===== src/sv/lbhb_pkg.sv =====
// ----------------------------------------------------------------------------
// lbhb_pkg
// Types and constants shared by the history buffer modules.
// ----------------------------------------------------------------------------
package lbhb_pkg;

    // Ring size and the widths that follow from it.
    localparam int DEPTH  = 256;
    localparam int ADDR_W = $clog2(DEPTH);
    localparam int CNT_W  = ADDR_W + 1;

    // Capacity after reset.
    localparam logic [CNT_W-1:0] CAP_RESET = CNT_W'(DEPTH);

    // Action codes.
    localparam logic [1:0] ACT_APPEND  = 2'd0;
    localparam logic [1:0] ACT_DISCARD = 2'd1;
    localparam logic [1:0] ACT_READ    = 2'd2;
    localparam logic [1:0] ACT_CLEAR   = 2'd3;

    // Request beat.
    typedef struct packed {
        logic [1:0] action;
        logic [7:0] data_byte;
        logic [8:0] amount;
        logic [7:0] read_offset;
    } lbhb_req_t;

    // Response beat.
    typedef struct packed {
        logic [8:0] fill_level;
        logic [7:0] read_byte;
    } lbhb_rsp_t;

    // Commands from the controller to the datapath.
    typedef struct packed {
        logic step;     // a request beat is taken this cycle
        logic rd_done;  // the store read data is valid this cycle
    } lbhb_cmd_t;

    // Status from the datapath to the controller.
    typedef struct packed {
        logic is_read;  // the pending request is a read
    } lbhb_sts_t;

endpackage


===== src/sv/lbhb_ram.sv =====
// ----------------------------------------------------------------------------
// lbhb_ram
// Generic single-write, single-read memory with a registered read port.
// ----------------------------------------------------------------------------
module lbhb_ram #(
    parameter int WIDTH = 8,
    parameter int DEPTH = 256
) (
    input  logic                     clk,
    input  logic                     we,
    input  logic [$clog2(DEPTH)-1:0] waddr,
    input  logic [WIDTH-1:0]         wdata,
    input  logic                     re,
    input  logic [$clog2(DEPTH)-1:0] raddr,
    output logic [WIDTH-1:0]         rdata
);

    logic [WIDTH-1:0] mem [DEPTH];
    logic [WIDTH-1:0] rdata_reg;

    // Write port.
    always_ff @(posedge clk)
    begin
        if (we)
        begin
            mem[waddr] <= wdata;
        end
    end

    // Registered read port.
    always_ff @(posedge clk)
    begin
        if (re)
        begin
            rdata_reg <= mem[raddr];
        end
    end

    assign rdata = rdata_reg;

endmodule


===== src/sv/lbhb_ctrl.sv =====
// ----------------------------------------------------------------------------
// lbhb_ctrl
// Controller: request and response handshakes, and the wait on a store read.
// ----------------------------------------------------------------------------
module lbhb_ctrl (
    input  logic              clk,
    input  logic              rst_n,
    input  logic              req_valid,
    output logic              req_ready,
    output logic              rsp_valid,
    input  logic              rsp_ready,
    input  lbhb_pkg::lbhb_sts_t sts,
    output lbhb_pkg::lbhb_cmd_t cmd
);

    localparam logic S_IDLE = 1'b0;
    localparam logic S_RD   = 1'b1;

    logic state_reg;
    logic state_next;
    logic rsp_valid_reg;
    logic rsp_valid_next;
    logic accept;

    // A new beat is taken when the response register is free by the next edge.
    assign req_ready = (state_reg == S_IDLE) && (!rsp_valid_reg || rsp_ready);
    assign accept    = req_valid && req_ready;

    assign cmd.step    = accept;
    assign cmd.rd_done = (state_reg == S_RD);

    // Next state and response valid.
    always_comb
    begin
        state_next     = state_reg;
        rsp_valid_next = rsp_valid_reg;
        if (rsp_valid_reg && rsp_ready)
        begin
            rsp_valid_next = 1'b0;
        end
        case (state_reg)
            S_IDLE:
            begin
                if (accept)
                begin
                    if (sts.is_read)
                    begin
                        state_next = S_RD;
                    end
                    else
                    begin
                        rsp_valid_next = 1'b1;
                    end
                end
            end
            S_RD:
            begin
                state_next     = S_IDLE;
                rsp_valid_next = 1'b1;
            end
            default:
            begin
                state_next = S_IDLE;
            end
        endcase
    end

    always_ff @(posedge clk or negedge rst_n)
    begin
        if (!rst_n)
        begin
            state_reg     <= S_IDLE;
            rsp_valid_reg <= 1'b0;
        end
        else
        begin
            state_reg     <= state_next;
            rsp_valid_reg <= rsp_valid_next;
        end
    end

    assign rsp_valid = rsp_valid_reg;

endmodule


===== src/sv/lbhb_dp.sv =====
// ----------------------------------------------------------------------------
// lbhb_dp
// Datapath: capacity, ring pointer, fill count, byte store and response.
// ----------------------------------------------------------------------------
module lbhb_dp (
    input  logic                clk,
    input  logic                rst_n,
    input  lbhb_pkg::lbhb_cmd_t cmd,
    output lbhb_pkg::lbhb_sts_t sts,
    input  lbhb_pkg::lbhb_req_t req,
    input  logic                cfg_we,
    input  logic [8:0]          cfg_data,
    output lbhb_pkg::lbhb_rsp_t rsp
);

    logic [lbhb_pkg::CNT_W-1:0]  capacity_reg;
    logic [lbhb_pkg::ADDR_W-1:0] oldest_reg;
    logic [lbhb_pkg::ADDR_W-1:0] oldest_next;
    logic [lbhb_pkg::CNT_W-1:0]  held_reg;
    logic [lbhb_pkg::CNT_W-1:0]  held_next;
    logic [lbhb_pkg::CNT_W-1:0]  eff_cap;
    logic [lbhb_pkg::CNT_W-1:0]  held_c;
    logic                        full;
    logic [lbhb_pkg::ADDR_W-1:0] slot;
    logic [lbhb_pkg::ADDR_W-1:0] raddr;
    logic                        hit;
    logic                        hit_reg;
    logic                        we;
    logic                        re;
    logic [7:0]                  ram_q;
    lbhb_pkg::lbhb_rsp_t         rsp_reg;

    assign sts.is_read = (req.action == lbhb_pkg::ACT_READ);

    // Capacity in use: zero acts as one, anything above the ring acts as the ring.
    always_comb
    begin
        if (capacity_reg == '0)
        begin
            eff_cap = lbhb_pkg::CNT_W'(1);
        end
        else if (capacity_reg > lbhb_pkg::CNT_W'(lbhb_pkg::DEPTH))
        begin
            eff_cap = lbhb_pkg::CNT_W'(lbhb_pkg::DEPTH);
        end
        else
        begin
            eff_cap = capacity_reg;
        end
    end

    assign held_c = (held_reg > eff_cap) ? eff_cap : held_reg;
    assign full   = (held_c >= eff_cap);

    // Ring addresses wrap by dropping the carry.
    assign slot  = full ? (oldest_reg + eff_cap[lbhb_pkg::ADDR_W-1:0])
                        : (oldest_reg + held_c[lbhb_pkg::ADDR_W-1:0]);
    assign raddr = oldest_reg + req.read_offset;
    assign hit   = ({1'b0, req.read_offset} < held_c);

    // Pointer and count update for the action at hand.
    always_comb
    begin
        oldest_next = oldest_reg;
        held_next   = held_c;
        case (req.action)
            lbhb_pkg::ACT_APPEND:
            begin
                if (full)
                begin
                    oldest_next = oldest_reg + lbhb_pkg::ADDR_W'(1);
                end
                else
                begin
                    held_next = held_c + lbhb_pkg::CNT_W'(1);
                end
            end
            lbhb_pkg::ACT_DISCARD:
            begin
                if (req.amount >= held_c)
                begin
                    oldest_next = '0;
                    held_next   = '0;
                end
                else
                begin
                    oldest_next = oldest_reg + req.amount[lbhb_pkg::ADDR_W-1:0];
                    held_next   = held_c - req.amount;
                end
            end
            lbhb_pkg::ACT_READ:
            begin
                held_next = held_c;
            end
            lbhb_pkg::ACT_CLEAR:
            begin
                oldest_next = '0;
                held_next   = '0;
            end
            default:
            begin
                held_next = held_c;
            end
        endcase
    end

    // Capacity register, pointer and fill count.
    always_ff @(posedge clk or negedge rst_n)
    begin
        if (!rst_n)
        begin
            capacity_reg <= lbhb_pkg::CAP_RESET;
            oldest_reg   <= '0;
            held_reg     <= '0;
        end
        else if (cfg_we)
        begin
            capacity_reg <= cfg_data;
            oldest_reg   <= '0;
            held_reg     <= '0;
        end
        else if (cmd.step)
        begin
            oldest_reg <= oldest_next;
            held_reg   <= held_next;
        end
    end

    assign we = cmd.step && (req.action == lbhb_pkg::ACT_APPEND);
    assign re = cmd.step && sts.is_read;

    lbhb_ram #(
        .WIDTH (8),
        .DEPTH (lbhb_pkg::DEPTH)
    ) u_ram (
        .clk   (clk),
        .we    (we),
        .waddr (slot),
        .wdata (req.data_byte),
        .re    (re),
        .raddr (raddr),
        .rdata (ram_q)
    );

    // Response payload: fill level at the step, read byte once the store answers.
    always_ff @(posedge clk)
    begin
        if (cmd.step)
        begin
            rsp_reg.fill_level <= held_next;
            rsp_reg.read_byte  <= 8'h00;
            hit_reg            <= re && hit;
        end
        else if (cmd.rd_done)
        begin
            rsp_reg.read_byte <= hit_reg ? ram_q : 8'h00;
        end
    end

    assign rsp = rsp_reg;

endmodule


===== src/sv/last_bytes_history_buffer.sv =====
// ----------------------------------------------------------------------------
// last_bytes_history_buffer
// Keeps the most recent bytes written, up to a programmed capacity.
// Request channel (req_valid/req_ready, req): one beat is one action: append,
// discard oldest bytes, read at an offset from the oldest byte, or clear.
// Response channel (rsp_valid/rsp_ready, rsp): one beat per request with the
// fill level after the action and the byte read (zero unless a read hits).
// Config channel (cfg_valid/cfg_ready, cfg_data): writes the capacity and
// empties the buffer; write it only while no request is in flight.
// Append, discard and clear answer in the cycle after the request beat; a read
// answers once the store's registered read port has delivered the byte.
// Throughput: one request per cycle while responses are taken; a read holds off the next request until it answers.
// A stalled response holds the next request off only until it is taken.
// Reset empties the buffer and sets the capacity to 256; store contents stay.
// ----------------------------------------------------------------------------
module last_bytes_history_buffer (
    input  logic                clk,
    input  logic                rst_n,
    input  logic                req_valid,
    output logic                req_ready,
    input  lbhb_pkg::lbhb_req_t req,
    output logic                rsp_valid,
    input  logic                rsp_ready,
    output lbhb_pkg::lbhb_rsp_t rsp,
    input  logic                cfg_valid,
    output logic                cfg_ready,
    input  logic [8:0]          cfg_data
);

    lbhb_pkg::lbhb_cmd_t cmd;
    lbhb_pkg::lbhb_sts_t sts;

    // The capacity register takes a write in any cycle.
    assign cfg_ready = 1'b1;

    lbhb_ctrl u_ctrl (
        .clk       (clk),
        .rst_n     (rst_n),
        .req_valid (req_valid),
        .req_ready (req_ready),
        .rsp_valid (rsp_valid),
        .rsp_ready (rsp_ready),
        .sts       (sts),
        .cmd       (cmd)
    );

    lbhb_dp u_dp (
        .clk      (clk),
        .rst_n    (rst_n),
        .cmd      (cmd),
        .sts      (sts),
        .req      (req),
        .cfg_we   (cfg_valid && cfg_ready),
        .cfg_data (cfg_data),
        .rsp      (rsp)
    );

endmodule


===== config.mk =====
export PLATFORM = sky130hd
export DESIGN_NAME = last_bytes_history_buffer
export DESIGN_NICKNAME = d
export VERILOG_FILES = /design/src/sv/lbhb_pkg.sv /design/src/sv/lbhb_ram.sv /design/src/sv/lbhb_ctrl.sv /design/src/sv/lbhb_dp.sv /design/src/sv/last_bytes_history_buffer.sv
export SDC_FILE = /design/constraint.sdc
export NUM_CORES = 2
export LEC_CHECK = 0
export BUFFER_PORTS_ARGS = -buffer_cell sky130_fd_sc_hd__buf_2
export CAP_MARGIN = 0
export CORE_MARGIN = 5
export CORE_UTILIZATION = 50
export CTS_BUF_LIST = sky130_fd_sc_hd__clkbuf_4 sky130_fd_sc_hd__clkbuf_8
export CTS_CLUSTER_DIAMETER = 40
export DETAILED_ROUTE_END_ITERATION = 10
export PLACE_DENSITY = 0.72
export SKIP_CTS_REPAIR_TIMING = 1
export SLEW_MARGIN = 30
export SYNTH_ARGS = -nofsm -noshare
export SYNTH_HDL_FRONTEND = slang
export SYNTH_SLANG_ARGS = --single-unit
export TNS_END_PERCENT = 10

===== constraint.sdc =====
create_clock -name clk -period 6 [get_ports clk]
set_input_delay 0.6 -clock clk [delete_from_list [all_inputs] [get_ports clk]]
set_output_delay 0.6 -clock clk [all_outputs]
set_load 0.01 [all_outputs]

Word level (Yosys, flattened, before mapping)
Memory sizes are Yosys's and may differ from the RTL's. A register that Yosys moved wholly into a read port is not among the register bits. Cells that the tools add are included.

Muxes and demuxes: 24. Bitwise operators: 1. Add/subtract/negate cells: 7. Reduce and logical (&&, ||, !) cells: 13. Eq/ne operators: 4. $lt $le $gt $ge: 5.

Operator list (count): $mux 9 (7); $mux 8 (6); $pmux 9 s4 (1); $add 8x8->8 (4); $pmux 8 s3 (1); $ge 9x9->1 (2); $add 9x1->9 const B (1); $gt 9x9->1 (1); $gt 9x9->1 const B (1); $logic_not 9->1 (1); $lt 8x9->1 (1); $sub 9x9->9 (1); $add 8x1->8 const B (1); $mux 1 (7); $logic_and 1x1->1 (6); $eq 2x2->1 const B (2); $pmux 1 s2 (2); $reduce_bool 4->1 (1); $ne 3x2->1 const B (1); $reduce_and 3->1 (1); $eq 2x1->1 const B (1); $logic_not 2->1 (1); $reduce_bool 2->1 (1); $logic_not 1->1 (1); other kinds (2) (2).

Register bits after elaboration: 46. Memories: 1. Input bits: 41. Bits in writable memories: 2048.

Memory list: u_dp.u_ram.mem (depth 256, width 8, read ports 1, clocked after memory_dff 1, wr ports 1, line lbhb_ram.sv:18) `logic [WIDTH-1:0] mem [DEPTH];`.

Longest topological paths before layout
Depth in word-level cells: 10. Gate-level depth with buffers: 30. Depth with buffers taken out: 27.

Hierarchy
A second synthesis with hierarchy kept.

Cell total of the unflattened synthesis: 4254. Area, all modules: 84199.5 µm².

By module, submodules not included: lbhb_ram (area each 79636.4 µm², seq. area each 61739.2 µm², times used 1, cells an instance 3733); lbhb_dp (area each 4434.3 µm², seq. area each 1112.3 µm², times used 1, cells an instance 509); lbhb_ctrl (area each 117.6 µm², seq. area each 50.0 µm², times used 1, cells an instance 10); last_bytes_history_buffer (area each 11.3 µm², seq. area each 0.0 µm², times used 1, cells an instance 2).

Least setup slack after synthesis
Ideal clock, no wire load.

Path type: register to register. Start: register u_dp.capacity_reg[8] in the netlist's numbering. End: memory u_dp.u_ram.mem[0][0] (enable). Arrival: 6.265 ns. Setup time: 0.370 ns. Setup slack: -0.636 ns. Buffers on the path: 2. Stages on the path, launching flop included: 27. Cells stage by stage: dfstp_2 inv_1 nand2_1 ha_1 a21oi_1 o21ai_1 o211ai_2 buf_6 mux2i_1 ha_1 nand2b_1 a211o_1 a211oi_2 o21ai_2 clkbuf_1 nand2_1 o21ai_0 ha_1 fa_1 a21o_1 a21oi_1 o21ai_0 a21oi_1 xnor2_1 nor3_1 nand2_1 nor2_1.

Word-level cells in the longest chain between the ends: 7.

RTL lines: start, declared (line lbhb_dp.sv:16) `logic [lbhb_pkg::CNT_W-1:0] capacity_reg;`; start signal, assigned (line lbhb_dp.sv:112) `capacity_reg <= lbhb_pkg::CAP_RESET;`; start signal, assigned (line lbhb_dp.sv:118) `capacity_reg <= cfg_data;`; $gt 9x9->1 (line lbhb_dp.sv:42) `else if (capacity_reg > lbhb_pkg::CNT_W'(lbhb_pkg::DEPTH))`; $mux 9 (line lbhb_dp.sv:42); $mux 9 (*) (line lbhb_dp.sv:38) `if (capacity_reg == '0)`; $gt 9x9->1 (line lbhb_dp.sv:52) `assign held_c = (held_reg > eff_cap) ? eff_cap : held_reg;`; $mux 9 (line lbhb_dp.sv:52); $add 8x8->8 / $ge 9x9->1 (equally long branches) (line lbhb_dp.sv:57, lbhb_dp.sv:53); $mux 8 (*) (line lbhb_dp.sv:56) `assign slot = full ? (oldest_reg + eff_cap[lbhb_pkg::ADDR_W-1:0])`; end, declared (line lbhb_ram.sv:18).

Mark *: on every way between the ends. The rest lies on a longest branch, timed or not.

Worst setup path in the final report
Start: register u_dp.capacity_reg[8] in the netlist's numbering. End: memory u_dp.u_ram.mem[16][1] (enable).

The elaborated chain is that of the path after synthesis.

==> metrics.md <==
| Metric | Value |
|---|---|
| # setup viols final | `1,533` |
| Syn Inst Count | `3,827` |
| Top cell type's share of synthesized area | `0.7403` |
| Warning count from the yosys run | `0` |
| Ys flop type | `edfxtp_1` |
| GR Overflow Total | `0` |
| Largest register FFs | `2,048` |
| Routability congestion estimate | `0.9148` |
| WP data required | `6.68 ns` |
| Critical path's top delay family | `compound AO/OA/AOI/OAI gates` |
| Drt drc | `0` |
| Net Count, Synth | `approximately 4,000` |
| Syn Std Cell Area | `0.08380 sq mm` |
| Clk slew on worst S/H paths | `0.07 ns` |
| Final instance area | `about 0.10 sq mm` |
| FF+latch count, synth | `2,102` |
| Worst-margin pin slew | `between 1 and 1.5 ns` |
| Lkg Pwr | `32.90 nW` |
| Pwr/cell area | `337.3 mW/mm^2` |
| GRT Total Usage | `0.2340` |
| Crit. End Element | `flop` |
| Critical path type | `flop to flop` |
| CP Launch Type | `flop` |
| Initial antenna violation count | `3` |
| VDD IR max | `0.0002442 V` |
| Area delta synth->final | `19.74%` |
| Count of pins over their slew limit | `0` |
| Io pins | `61` |
| Num CTS Buffers | `around 350` |
| Global-route wire length before repair | `297,900 um` |
| Core area | `0.1668 sq mm` |
| Initial Util | `0.5022` |
| Port Buffer Count | `59` |
| WP depth | `27` |
| Setup WS post-layout | `-0.1940 ns` |
| Highest net fanout along the worst path | `7` |
| Router iterations before antenna repair | `5` |
| Drt initial violations | `slightly below 5,000` |
| Crit. Startpoint | `u_dp.capacity_reg[8]$_DFFE_PN1P_` |
| RSZ-0062 raised after global routing | `true` |
| Worst Path Arrival | `about 6.9 ns` |
| Largest area contributor in the netlist | `edfxtp_1` |
| # H-tree levels | `5` |
| Cell area after placement | `0.09207 sq mm` |
| Top post-synthesis cells by area | `edfxtp_1 74%, mux4_2 17%, mux2i_1 1.5%, nor2_1 1.4%, ha_1 0.85%` |
| FF-to-FF End | `u_dp.u_ram.mem[16][1]$_DFFE_PP_` |
| Via density | `6.080` |
| Seq/Total Area, Yosys | `0.7506` |
| Filler Cell Count | `between 10,000 and 15,000` |
| HPWL after DPL | `125,400 um` |
| Fmax | `between 150 and 200 MHz` |
| Final-stage net count | `4,681` |
| Worst R2R Setup Slack | `-0.19 ns` |
| Die height | `between 400 and 500 um` |
| Final Cycle Share | `1.032` |
| Vias in the first global route | `roughly 43,000` |
| Run status | `finished with violations` |
| Async set or reset register ratio after synthesis | `0.01332` |
| CP max-delay cell | `dfstp_2` |
| Worst hold path type | `primary input to flop` |
| Layout cell share with drive strength beyond 1 | `0.4203` |
| Post-synth EDFFs | `2,066` |
| Failing checks | `setup timing` |
| Slowest Stage Delay on Critical Path | `0.67 ns` |
| Worst Path Buf+Inv | `5` |
| Total power | `between 30 and 40 mW` |
| Pin count of the biggest net entering global routing | `between 150 and 200` |
| Fin crit period | `6.194 ns` |
| Setup WS pre-CTS | `-0.5946 ns` |
| Worst Skew | `between 0.06 and 0.07 ns` |
| Sink Count | `2,102` |
| Syn_area_per_cell | `around 22 sq um` |
| Worst setup path endpoint | `u_dp.u_ram.mem[16][1]$_DFFE_PP_` |
| MaxCap Viol Count | `0` |
| Slew headroom | `0.2660` |
| R2R depth | `27` |
| WL/cell | `just under 30 um` |
| Cell variety after synth | `68` |
| Hold Fails Final Rpt | `0` |
| Num rows | `150` |
| CTS tree | `built` |
| Die ar. | `0.1759 sq mm` |
| WL final | `205,800 um` |
| Via count | `42,763` |
| CTS Root Cell | `clkbuf_8` |
| Routed Antenna Nets | `0` |
| Crit Reg-Reg Startpoint | `u_dp.capacity_reg[8]$_DFFE_PN1P_` |
| Die width | `419.4 um` |
| Later-pin clock latency in the skew report | `1.00 ns` |
| Clock Tree Buf Depth | `4` |
==> synth_stat cells, types with 3 or more instances <==
cell,instances
a211oi_1,9
a21o_1,17
a21oi_1,56
a2bb2oi_1,3
a31oi_1,3
and2_1,5
and3_1,3
buf_1,8
buf_2,85
clkbuf_1,96
dfrtp_1,27
dfxtp_1,8
edfxtp_1,2066
fa_1,4
ha_1,57
inv_1,34
mux2_2,12
mux2i_1,128
mux4_2,640
nand2_1,84
nand2b_1,10
nand3_1,11
nand4_1,6
nor2_1,307
nor2b_1,17
nor3_1,11
nor4_1,5
o211ai_1,6
o21a_1,3
o21ai_0,18
o21bai_1,4
or3_1,5
xnor2_1,21
xor2_1,14
==> worst min path at each step <==
stage	start	endpoint	slack (ns)	cells after the start
2_1_floorplan	rst_n	u_ctrl.rsp_valid$_DFF_PN0_	0.30	0
3_3_place_gp	u_dp.u_ram.rdata[1]$_DFFE_PP_	u_dp.rsp[1]$_SDFFE_PP0P_	0.46	2
3_5_place_dp	u_dp.u_ram.rdata[7]$_DFFE_PP_	u_dp.rsp[7]$_SDFFE_PP0P_	0.48	2
4_1_cts	rst_n	u_dp.held_reg[7]$_DFFE_PN0P_	-0.41	1
5_1_grt	req[23]	u_dp.u_ram.mem[33][6]$_DFFE_PP_	0.09	1
6_report	cfg_valid	u_dp.held_reg[7]$_DFFE_PN0P_	0.13	2
==> worst register-to-register path: stages, from the launching register on <==
cell and delay (ns):
dfstp_2 0.67, inv_4 0.10, nand2_4 0.08, ha_4 0.20, a21oi_1 0.22, o221ai_2 0.17
o211ai_4 0.25, buf_6 0.15, mux2_4 0.32, ha_4 0.24, a211o_1 0.34, a211oi_4 0.28
o21ai_4 0.14, nand2_1 0.09, o21ai_1 0.07, ha_2 0.19, fa_2 0.34, a21o_1 0.17
a21oi_2 0.16, o21ai_2 0.10, a21oi_4 0.28, xnor2_2 0.14, buf_4 0.18, nor3_4 0.25
nand2_4 0.25, buf_4 0.24, nor2_4 0.14, buf_12 0.14
==> through the flow <==
| step | TNS, ns | instances | hold WS (ns) | utilization |
|---|---|---|---|---|
| after floorplan | -295.05 | 3827 | 0.3044 | - |
| after global placement | -255.48 | 6381 | 0.4650 | 0.5517 |
| after detailed placement | -426.56 | 6381 | 0.4760 | 0.5518 |
| after CTS | -465.80 | 6981 | -0.4099 | 0.5918 |
| after global routing | -608.81 | 7033 | 0.09082 | 0.6014 |
| final | -124.17 | 7033 | 0.1292 | 0.6014 |
==> final cells by class <==
| type | instances | area (sq um) | share of cell area |
|---|---|---|---|
| Antenna cell | 1 | 2.502 | 0.00002494 |
| Clock buffer | 453 | 5628 | 0.05609 |
| Clock inverter | 147 | 1051 | 0.01047 |
| Inverter | 35 | 133.9 | 0.001334 |
| Multi-Input combinational cell | 1497 | 21230 | 0.2116 |
| Sequential cell | 2102 | 62900 | 0.6269 |
| Tap cell | 2204 | 2758 | 0.02748 |
| Timing Repair Buffer | 594 | 6638 | 0.06615 |
==> cell usage in the layout (no fill, tap or decap), types with 52 or more instances in the layout <==
master,n
clkinv_1,78
buf_12,148
nand2_1,55
clkbuf_4,97
nor2_2,112
edfxtp_1,2066
nor2_1,125
buf_2,52
mux4_2,640
buf_4,314
clkbuf_8,362
nor2_4,70
mux2i_1,127
==> routing by layer <==
layer | global-route usage | vias up | wire length (um)
met5 | 0 | - | 0
met4 | 0.07098 | 0 | 6177
met3 | 0.05112 | 375 | 19630
met2 | 0.3623 | 2350 | 98430
met1 | 0.3399 | 22468 | 81560
li1 | - | 17570 | -
==> where the power goes <==
part           switching (mW)  internal [mW]
Clock                    5.50           6.72
Sequential             0.0338           16.2
Combinational            3.04           2.37
Total                    8.57           25.3
==> logic make-up (layout without fill, tap and decap cells) <==
kind of cell / count (synthesis) / count (layout) / synth area share
adders and majority gates: 61 / 61 / 0.009466
buffers and inverters: 228 / 1229 / 0.01184
muxes: 780 / 780 / 0.1889
and+or+nand+nor: 474 / 474 / 0.02361
xor gates and xnor gates: 38 / 38 / 0.004405
other: 1 / 2 / 0.00004475
AOI/OAI and AO/OA: 143 / 143 / 0.01111
DFF: 2102 / 2102 / 0.7506
No activity file was read; power rests on OpenSTA's default activity.
